===== src/sv/u8u2_pkg.sv =====
// ----------------------------------------------------------------------------
// u8u2_pkg
// Shared widths, byte patterns and the lead byte length decode for the
// UTF-8 to UCS-2 stream decoder.
// ----------------------------------------------------------------------------
`default_nettype none

package u8u2_pkg;

   localparam int BYTE_W      = 8;
   localparam int CODE_W      = 16;
   localparam int SEQ_LEN_W   = 3;
   localparam int PAYLOAD_W   = 6;

   // longest sequence the decoder can be built for, and the default
   localparam int MAX_SEQ_LEN_LIMIT   = 6;
   localparam int MAX_SEQ_LEN_DEFAULT = 6;

   // byte patterns
   localparam logic [BYTE_W-1:0] LEAD_MIN      = 8'hC0;
   localparam logic [BYTE_W-1:0] LEAD2_MASK    = 8'hE0;
   localparam logic [BYTE_W-1:0] LEAD3_MASK    = 8'hF0;
   localparam logic [BYTE_W-1:0] LEAD4_MASK    = 8'hF8;
   localparam logic [BYTE_W-1:0] LEAD5_MASK    = 8'hFC;
   localparam logic [BYTE_W-1:0] LEAD6_MASK    = 8'hFE;
   localparam logic [BYTE_W-1:0] LEAD2_CODE    = 8'hC0;
   localparam logic [BYTE_W-1:0] LEAD3_CODE    = 8'hE0;
   localparam logic [BYTE_W-1:0] LEAD4_CODE    = 8'hF0;
   localparam logic [BYTE_W-1:0] LEAD5_CODE    = 8'hF8;
   localparam logic [BYTE_W-1:0] LEAD6_CODE    = 8'hFC;
   localparam logic [BYTE_W-1:0] CONT_MASK     = 8'hC0;
   localparam logic [BYTE_W-1:0] CONT_CODE     = 8'h80;
   localparam logic [BYTE_W-1:0] LEAD_BITS_ALL = 8'h7F;

   // sequence length announced by a lead byte, zero when it is no lead
   function automatic logic [SEQ_LEN_W-1:0] lead_length(input logic [BYTE_W-1:0] b);
      logic [SEQ_LEN_W-1:0] len;
      len = '0;
      if      ((b & LEAD2_MASK) == LEAD2_CODE) len = 3'd2;
      else if ((b & LEAD3_MASK) == LEAD3_CODE) len = 3'd3;
      else if ((b & LEAD4_MASK) == LEAD4_CODE) len = 3'd4;
      else if ((b & LEAD5_MASK) == LEAD5_CODE) len = 3'd5;
      else if ((b & LEAD6_MASK) == LEAD6_CODE) len = 3'd6;
      return len;
   endfunction

endpackage

`default_nettype wire


===== src/sv/utf8_to_ucs2_stream_decoder_unit.sv =====
// ----------------------------------------------------------------------------
// utf8_to_ucs2_stream_decoder_unit
// Decodes a UTF-8 byte stream into 16-bit UCS-2 code units, passing bytes
// of broken or over-long sequences through raw and ending text on a zero.
// ----------------------------------------------------------------------------
//
//   channel   ports                                         direction
//   -------   -------------------------------------------   ---------
//   req       req_valid req_ready req_in_byte               in
//   rsp       rsp_valid rsp_ready rsp_code_unit             out
//             rsp_last_of_run rsp_end_of_text
//
// One byte is taken per cycle while results flow and no burst of several
// results drains; the decode itself is combinational from the input register
// into the burst register. A byte that causes k results holds the burst
// register until all k are taken, so a broken sequence flushes up to
// MAX_SEQUENCE_LENGTH results. The input register takes one more byte while a
// burst drains. Synchronous active-high reset closes any open sequence and
// empties both registers.
//
`default_nettype none

module utf8_to_ucs2_stream_decoder_unit #(
   parameter int MAX_SEQUENCE_LENGTH = u8u2_pkg::MAX_SEQ_LEN_DEFAULT
) (
   input  wire logic                          clock,
   input  wire logic                          reset,

   input  wire logic                          req_valid,
   output logic                               req_ready,
   input  wire logic [u8u2_pkg::BYTE_W-1:0]   req_in_byte,

   output logic                               rsp_valid,
   input  wire logic                          rsp_ready,
   output logic [u8u2_pkg::CODE_W-1:0]        rsp_code_unit,
   output logic                               rsp_last_of_run,
   output logic                               rsp_end_of_text
);

   localparam int BYTE_W    = u8u2_pkg::BYTE_W;
   localparam int CODE_W    = u8u2_pkg::CODE_W;
   localparam int SEQ_LEN_W = u8u2_pkg::SEQ_LEN_W;
   localparam int PAYLOAD_W = u8u2_pkg::PAYLOAD_W;

   // held continuations: every byte between lead and last
   localparam int HeldDepth = (MAX_SEQUENCE_LENGTH > 2) ? MAX_SEQUENCE_LENGTH - 2 : 1;
   localparam int HeldIdxW  = (HeldDepth > 1) ? $clog2(HeldDepth) : 1;
   // burst: lead, held bytes and the result of the failing byte
   localparam int BurstDepth = MAX_SEQUENCE_LENGTH;

   localparam logic [SEQ_LEN_W-1:0] MaxLen = SEQ_LEN_W'(MAX_SEQUENCE_LENGTH);
   localparam logic [SEQ_LEN_W-1:0] One    = SEQ_LEN_W'(1);

   // input register
   logic                     in_valid_ff;
   logic [BYTE_W-1:0]        in_byte_ff;

   // sequence state
   logic [SEQ_LEN_W-1:0]     seq_len_ff,  seq_len_in;
   logic [SEQ_LEN_W-1:0]     rcvd_ff,     rcvd_in;
   logic [CODE_W-1:0]        partial_ff,  partial_in;
   logic [BYTE_W-1:0]        lead_ff,     lead_in;
   logic [BYTE_W-1:0]        held_ff [HeldDepth];
   logic                     held_we;

   // burst register
   logic [CODE_W-1:0]        unit_ff [BurstDepth];
   logic [CODE_W-1:0]        unit_in [BurstDepth];
   logic [SEQ_LEN_W-1:0]     cnt_ff,  cnt_in;
   logic                     eot_ff,  eot_in;

   logic                     burst_load;
   logic                     rsp_fire;

   // decode intermediates
   logic [BYTE_W-1:0]        b;
   logic                     seq_open;
   logic                     is_cont;
   logic [SEQ_LEN_W-1:0]     lead_len;
   logic                     lead_ok;
   logic [SEQ_LEN_W-1:0]     held_cnt;
   logic                     fresh_emit;
   logic                     fresh_eot;
   logic [CODE_W-1:0]        fresh_unit;
   logic [CODE_W-1:0]        cont_code;
   logic [SEQ_LEN_W-1:0]     rcvd_next;

   // handshakes
   assign rsp_valid  = (cnt_ff != '0);
   assign rsp_fire   = rsp_valid && rsp_ready;
   assign burst_load = in_valid_ff && ((cnt_ff == '0) || ((cnt_ff == One) && rsp_ready));
   assign req_ready  = !in_valid_ff || burst_load;

   assign rsp_code_unit   = unit_ff[0];
   assign rsp_last_of_run = (cnt_ff == One);
   assign rsp_end_of_text = eot_ff && (cnt_ff == One);

   // decode of the registered byte against the sequence state
   always_comb begin
      b          = in_byte_ff;
      seq_open   = (seq_len_ff != '0);
      is_cont    = ((b & u8u2_pkg::CONT_MASK) == u8u2_pkg::CONT_CODE);
      lead_len   = u8u2_pkg::lead_length(b);
      lead_ok    = (b >= u8u2_pkg::LEAD_MIN) && (lead_len >= 3'd2) && (lead_len <= MaxLen);
      held_cnt   = rcvd_ff - One;
      cont_code  = {partial_ff[CODE_W-PAYLOAD_W-1:0], b[PAYLOAD_W-1:0]};
      rcvd_next  = rcvd_ff + One;

      // fresh handling of the byte, as if no sequence were open
      fresh_eot  = (b == '0);
      fresh_emit = fresh_eot || !lead_ok;
      fresh_unit = fresh_eot ? '0 : CODE_W'(b);

      seq_len_in = seq_len_ff;
      rcvd_in    = rcvd_ff;
      partial_in = partial_ff;
      lead_in    = lead_ff;
      held_we    = 1'b0;
      cnt_in     = '0;
      eot_in     = 1'b0;
      for (int k = 0; k < BurstDepth; k++) begin
         unit_in[k] = fresh_unit;
      end

      if (seq_open && is_cont) begin
         // continuation byte extends the open sequence
         if (rcvd_next >= seq_len_ff) begin
            unit_in[0] = cont_code;
            cnt_in     = One;
            seq_len_in = '0;
            rcvd_in    = '0;
            partial_in = '0;
            lead_in    = '0;
         end else begin
            partial_in = cont_code;
            rcvd_in    = rcvd_next;
            held_we    = 1'b1;
         end
      end else begin
         // failed sequence flushes lead and held bytes raw first
         if (seq_open) begin
            for (int k = 0; k < BurstDepth; k++) begin
               if (k == 0) begin
                  unit_in[k] = CODE_W'(lead_ff);
               end else if (SEQ_LEN_W'(k) <= held_cnt && (k - 1) < HeldDepth) begin
                  unit_in[k] = CODE_W'(held_ff[HeldIdxW'(((k - 1) < HeldDepth) ? k - 1 : 0)]);
               end
            end
            cnt_in = One + held_cnt + SEQ_LEN_W'(fresh_emit);
         end else begin
            cnt_in = SEQ_LEN_W'(fresh_emit);
         end
         eot_in = fresh_eot;
         if (lead_ok) begin
            seq_len_in = lead_len;
            rcvd_in    = One;
            lead_in    = b;
            partial_in = CODE_W'(b & (u8u2_pkg::LEAD_BITS_ALL >> lead_len));
         end else begin
            seq_len_in = '0;
            rcvd_in    = '0;
            partial_in = '0;
            lead_in    = '0;
         end
      end
   end

   // input register
   always_ff @(posedge clock) begin
      if (reset) begin
         in_valid_ff <= 1'b0;
      end else if (req_ready) begin
         in_valid_ff <= req_valid;
      end
      if (req_ready && req_valid) begin
         in_byte_ff <= req_in_byte;
      end
   end

   // sequence state
   always_ff @(posedge clock) begin
      if (reset) begin
         seq_len_ff <= '0;
         rcvd_ff    <= '0;
         partial_ff <= '0;
         lead_ff    <= '0;
      end else if (burst_load) begin
         seq_len_ff <= seq_len_in;
         rcvd_ff    <= rcvd_in;
         partial_ff <= partial_in;
         lead_ff    <= lead_in;
      end
   end

   // held continuation bytes, no reset
   always_ff @(posedge clock) begin
      if (burst_load && held_we) begin
         held_ff[HeldIdxW'(held_cnt)] <= b;
      end
   end

   // burst register, drains one result per transaction
   always_ff @(posedge clock) begin
      if (reset) begin
         cnt_ff <= '0;
      end else if (burst_load) begin
         cnt_ff <= cnt_in;
      end else if (rsp_fire) begin
         cnt_ff <= cnt_ff - One;
      end
   end

   always_ff @(posedge clock) begin
      if (burst_load) begin
         eot_ff <= eot_in;
         for (int k = 0; k < BurstDepth; k++) begin
            unit_ff[k] <= unit_in[k];
         end
      end else if (rsp_fire) begin
         for (int k = 0; k < BurstDepth - 1; k++) begin
            unit_ff[k] <= unit_ff[k + 1];
         end
      end
   end

`ifndef NO_ASSERTIONS
   // burst never holds more than one full flush
   a_cnt_range : assert property (@(posedge clock) disable iff (reset)
      cnt_ff <= MaxLen)
      else $error("burst count beyond sequence limit");

   // an open sequence has its lead counted and is not yet complete
   a_seq_open : assert property (@(posedge clock) disable iff (reset)
      (seq_len_ff != '0) |-> (rcvd_ff != '0) && (rcvd_ff < seq_len_ff))
      else $error("open sequence with bad byte count");

   a_seq_closed : assert property (@(posedge clock) disable iff (reset)
      (seq_len_ff == '0) |-> (rcvd_ff == '0) && (partial_ff == '0))
      else $error("closed sequence keeps state");

   // terminator is the last result of its byte and carries zero
   a_eot : assert property (@(posedge clock) disable iff (reset)
      (rsp_valid && rsp_end_of_text) |-> rsp_last_of_run && (rsp_code_unit == '0))
      else $error("terminator not last or not zero");

   // empty input register always takes a byte
   a_ready : assert property (@(posedge clock) disable iff (reset)
      !in_valid_ff |-> req_ready)
      else $error("input register empty but not ready");
`endif

endmodule

`default_nettype wire

===== config.mk =====
export PLATFORM = sky130hd
export DESIGN_NAME = utf8_to_ucs2_stream_decoder_unit
export DESIGN_NICKNAME = d
export VERILOG_FILES = /design/src/sv/u8u2_pkg.sv /design/src/sv/utf8_to_ucs2_stream_decoder_unit.sv
export SDC_FILE = /design/constraint.sdc
export NUM_CORES = 1
export LEC_CHECK = 0
export BUFFER_PORTS_ARGS = -buffer_cell sky130_fd_sc_hd__buf_4
export CAP_MARGIN = 40
export CORE_MARGIN = 3
export CORE_UTILIZATION = 39
export DETAILED_ROUTE_END_ITERATION = 12
export SKIP_CTS_REPAIR_TIMING = 1
export SLEW_MARGIN = 20
export SYNTH_ARGS = -nofsm -noshare
export SYNTH_HDL_FRONTEND = slang
export SYNTH_SLANG_ARGS = --single-unit
export TNS_END_PERCENT = 10

===== constraint.sdc =====
create_clock -name clock -period 6.25 [get_ports clock]
set_clock_uncertainty 0.05 [all_clocks]
set_input_delay 0.3125 -clock clock [delete_from_list [all_inputs] [get_ports clock]]
set_output_delay 0.3125 -clock clock [all_outputs]
set_load 0.02 [all_outputs]

**Yosys cells after proc, flatten, opt, wreduce, memory -nomap -nowiden**

Memory sizes are Yosys's and may differ from the RTL's.
Index checks and enable logic that the tools add are counted.

- Memory bits (writable): 128
- Bits in registers: 37
- Memories: 2
- Output and inout bits: 20

- Shift operators: 1
- Equal/unequal tests: 8
- Order comparisons: 8
- Reductions and logical operators: 20
- Bitwise gates (word level): 6
- Mux-type cells: 45
- $add $sub $neg: 5

Memory list:

| memory | words | bits a word | rd ports | clocked after Yosys merged registers in | write ports | RTL line | text |
|---|---|---|---|---|---|---|---|
| unit_ff | 6 | 16 | 6 | 0 | 6 | utf8_to_ucs2_stream_decoder_unit.sv:67 | `logic [CODE_W-1:0] unit_ff [BurstDepth];` |
| held_ff | 4 | 8 | 4 | 0 | 1 | utf8_to_ucs2_stream_decoder_unit.sv:63 | `logic [BYTE_W-1:0] held_ff [HeldDepth];` |

Operators with widths:

| cell | number |
|---|---|
| $mux 16 | 7 |
| $mux 72 | 1 |
| $mux 64 | 1 |
| $mux 8 | 8 |
| $mux 3 | 14 |
| $mux 10 | 3 |
| $mux 1 | 11 |
| $and 8x10->10 | 1 |
| $shr 7x3->10 const A | 1 |
| $logic_and 1x1->1 | 9 |
| $ge 8x8->1 const B | 1 |
| $logic_not 8->1 | 1 |
| $eq 7x7->1 const B | 1 |
| $eq 6x6->1 const B | 1 |
| $le 2x3->1 const A | 2 |
| $reduce_bool 3->1 | 2 |
| $sub 3x1->3 const B | 2 |
| $eq 5x5->1 const B | 1 |
| $or 1x1->1 | 5 |
| $eq 4x4->1 const B | 1 |
| $add 1x3->3 const A | 1 |
| $add 3x1->3 | 1 |
| $add 3x1->3 const B | 1 |
| $eq 3x1->1 const B | 1 |
| 13 further kinds | 16 |

**Longest topological paths before layout**

- Depth after elaboration: 15
- Depth in mapped cells: 10
- Mapped depth without buffers: 10

**Least setup slack after synthesis**

OpenSTA, ideal clock, no wires.

- Path type: register -> register
- Start: reg rcvd_ff[0]
- End: mem held_ff[2][0] (enable)
- Required time: 5868 ps
- Path slack: 3873 ps
- Arrival: 1995 ps
- Stages on the path, launching flop included: 9
- Cells stage by stage: dfxtp_1 > inv_1 > ha_1 > ha_1 > a21oi_1 > o21ai_4 > nor3_4 > buf_4 > and2_1

- Longest elaborated chain between the ends: 7

Ends and longest elaborated chain:

| element | RTL line | text |
|---|---|---|
| from (decl) | utf8_to_ucs2_stream_decoder_unit.sv:60 | `logic [SEQ_LEN_W-1:0] rcvd_ff, rcvd_in;` |
| from (signal assigned) | utf8_to_ucs2_stream_decoder_unit.sv:189 | `rcvd_ff <= rcvd_in;` |
| $add 3x1->3 | utf8_to_ucs2_stream_decoder_unit.sv:107 | `rcvd_next = rcvd_ff + One;` |
| $ge 3x3->1 | utf8_to_ucs2_stream_decoder_unit.sv:127 | `if (rcvd_next >= seq_len_ff) begin` |
| $mux 1 | utf8_to_ucs2_stream_decoder_unit.sv:127 |  |
| $mux 1 | utf8_to_ucs2_stream_decoder_unit.sv:125 | `if (seq_open && is_cont) begin` |
| $logic_and 1x1->1 | utf8_to_ucs2_stream_decoder_unit.sv:197 | `if (burst_load && held_we) begin` |
| $mux 1 | utf8_to_ucs2_stream_decoder_unit.sv:197 |  |
| $mux 1 (not written as such) | utf8_to_ucs2_stream_decoder_unit.sv:198 | `held_ff[HeldIdxW'(held_cnt)] <= b;` |
| to (decl) | utf8_to_ucs2_stream_decoder_unit.sv:63 |  |

Several ways; a longest one is shown, not always the timed one.

**Final worst setup path**

- Start: reg rcvd_ff[0]
- End: mem held_ff[3][4] (enable)

Same word-level chain as after synthesis.

==> flow_summary.yaml <==
run_status:
  status: "finished clean"
critical_path:
  cpLargestDelayFamily: "simple AND/OR/NAND/NOR gates"
  crit_chain: "ha_1, xor2_1, ha_1, a21oi_1, o21ai_4, nor3_4, and2_1"
  max_stage_delay_ns: 0.45
  startpoint_type: "register"
  cp.required_ns: 6.27
  arrival_ns: 2.86
  crit_buf_inv: 0
  worstReg2RegEnd: "held_ff[3][4]$_DFFE_PP_"
  crit_top_cell: "ha_1"
  critPathMaxFanout: 12
  reg2regPathDepth: 7
  r2r_start: "rcvd_ff[0]$_SDFFE_PP0P_"
  cp-end-kind: "register"
  critical_path.slowest_cell: "nor3_4"
  path_class: "reg2reg"
  regToRegSetupSlack_ns: 3.41
sta:
  clock.fmax_ghz: 0.352
  tns_ns: 0
  setup_viol: 0
  rsz0062_at_grt: "no"
  period_share_pct: 45.4
  whs_ns: 0.0232
  slew_headroom_pct: 53.1
  tightest_slew_ns: 0.703
  final_hold_viol_count: 0
  final_max_slew_viol_count: 0
  min_period_ns: 2.84
clock_tree:
  cts_made_buffers: 17
  htree_levels: 4
  cts.sinks: 125
  clkLatencyLatePin_ns: 0.41
  cts_buffer_depth: 2
  cts_tree: "yes"
  clkTransAtPathRegs_ns: 0.05
  cts_root_buffer: "clkbuf_16"
synthesis:
  yosysWarnings: 0
  yosys-top-cells-area: "edfxtp_1 52%, dfxtp_1 10%, mux2i_1 5.9%"
  synth_top_area_share_pct: 52.5
  yosysMostFrequentCell: "edfxtp_1"
  async_flop_share_pct: 0
  avgSynthCellArea_um2: 11.9
  yosys.cell_types.count: 53
  synth_edf_count: 97
  syn-instance-count: 468
  ys_seq_area_share_pct: 62.6
  synth_ff_type: "edfxtp_1"
  synth_seq_cells: 125
  yosysTopAreaCell: "edfxtp_1"
  synth_commonest_cells: "97 x edfxtp_1, 62 x nand2_1, 33 x mux2i_1, 31 x o21ai_0, 29 x nor2_1"
  netlist_area_um2: 5550
  syn_nets: 493
route:
  drt-initial-drc-count: 280
  dr.pass1.iters: 4
  viasPerCell: 5.07
  drc: 0
  drtAntennaViolNets: 0
  vias: 3442
  routedWlPerCell_um: 15.8
  totalWireLength_mm: 10.7
finish:
  drive_gt1_share_pct: 17.5
  antenna_cells: 0
  final-seq-area_um2: 3470
  multi_input_area_um2: 1810
  layout.nets: 515
  fillers: 1232
  area_delta_synth_final_pct: 16.2
floorplanning:
  die_h_um: 125
  core-area_um2: 13600
  num_io_pins: 32
  die_area_um2: 15700
  initial_core_util_pct: 41.0
  row_count: 42
  die_x_um: 125
pwr:
  ir_drop_mv: 0.365
  power.density_nw_per_um2: 428
  p_leak_nw: 2.48
grt:
  grt_max_degree: 70
  grt_usage_pct: 14.5
  grt.overflow.total: 0
  grt_pass1_vias: 3459
  grt_pass1_wl_mm: 17.9
  grt_antenna_before_repair: 0
hold_path:
  min_delay_path_depth: 1
  min_from: "req_in_byte[0]"
  hold_end: "b[0]$_DFFE_PP_"
  min_path_type: "in2reg"
placement:
  place_congestion: 0.832
  dpl.hpwl_mm: 6.95
  io_buffers: 31
flow_run:
  maxCapViolations: 0
==> logic make-up (layout without fill, tap and decap cells) <==
logic type	count (synthesis)	count (layout)	share of synthesized area, %
flops	125	125	62.6
simple gates	142	142	12.0
xor+xnor	3	3	0.609
buf+inv	52	87	4.96
mux	34	34	6.15
compound gates	99	99	10.8
fa+ha+maj	13	13	2.93
==> state kept, by name, indices dropped and copies added (netlist names) <==
| name | flops |
|---|---|
| b | 8 |
| unit_ff | 56 |
| eot_ff | 1 |
| partial_ff | 10 |
| cnt_ff | 3 |
| seq_len_ff | 3 |
| lead_ff | 8 |
| in_valid_ff | 1 |
| held_ff | 32 |
| rcvd_ff | 3 |
==> metal layers <==
metal	vias to the layer above	global-route usage (%)	share of wire [%]
met4	0	5.23	1.4
met5	-	0	0
met2	98	22.9	48
li1	1722	-	-
met1	1609	18.8	46
met3	13	4.65	5.2
==> layout by cell type, fill, tap and decap left out, drive strengths merged, types with 3 or more instances in the layout <==
cell type,netlist,final
a21oi,26,26
a22oi,7,7
a31oi,6,6
and2,14,14
buf,15,41
clkbuf,23,24
clkinv,0,4
dfxtp,28,28
edfxtp,97,97
ha,13,13
inv,14,16
mux2i,33,33
nand2,63,63
nand2b,5,5
nand3,11,11
nor2,29,29
nor3,9,9
o211ai,3,3
o21ai,45,45
o22ai,3,3
xor2,3,3
==> area by class of cell <==
| class | instances | share of cell area (%) |
|---|---|---|
| Sequential cell | 125 | 53.9 |
| Multi-Input combinational cell | 291 | 28.0 |
| Clock buffer | 24 | 8.46 |
| Timing Repair Buffer | 41 | 4.73 |
| Tap cell | 176 | 3.41 |
| Inverter | 14 | 0.815 |
| Clock inverter | 8 | 0.737 |
==> worst max-delay path by stage <==
stage / startpoint / endpoint / slack, ns / depth (start not counted)
2_1_floorplan: rcvd_ff[0]$_SDFFE_PP0P_ / held_ff[2][0]$_DFFE_PP_ / 3.87 / 8
3_3_place_gp: rcvd_ff[0]$_SDFFE_PP0P_ / held_ff[2][3]$_DFFE_PP_ / 3.47 / 7
3_5_place_dp: rcvd_ff[0]$_SDFFE_PP0P_ / held_ff[3][4]$_DFFE_PP_ / 3.41 / 7
4_1_cts: rcvd_ff[0]$_SDFFE_PP0P_ / held_ff[3][4]$_DFFE_PP_ / 3.40 / 7
5_1_grt: rcvd_ff[0]$_SDFFE_PP0P_ / held_ff[3][4]$_DFFE_PP_ / 3.20 / 7
6_report: rcvd_ff[0]$_SDFFE_PP0P_ / held_ff[3][4]$_DFFE_PP_ / 3.41 / 7
==> per-stage QoR <==
stage          power (mW)  instances  cell area (µm²)  util [%]  setup slack [ns]
2_1_floorplan        1.64        468             5550         -              3.87
3_3_place_gp         1.82        645             5840      43.1              3.47
3_5_place_dp         1.83        646             5850      43.2              3.41
4_1_cts              2.78        678             6440      47.5              3.40
5_1_grt              2.91        679             6450      47.6              3.20
6_report             2.76        679             6450      47.6              3.41
==> where the power goes <==
| part | internal [mW] | switching, mW | leakage (nW) |
|---|---|---|---|
| clock network | 0.607 | 0.342 | 0.294 |
| logic | 0.210 | 0.411 | 1.04 |
| registers | 1.13 | 0.0556 | 1.14 |
| total | 1.95 | 0.808 | 2.48 |
Note: power is estimated with default switching activity, not from simulation.
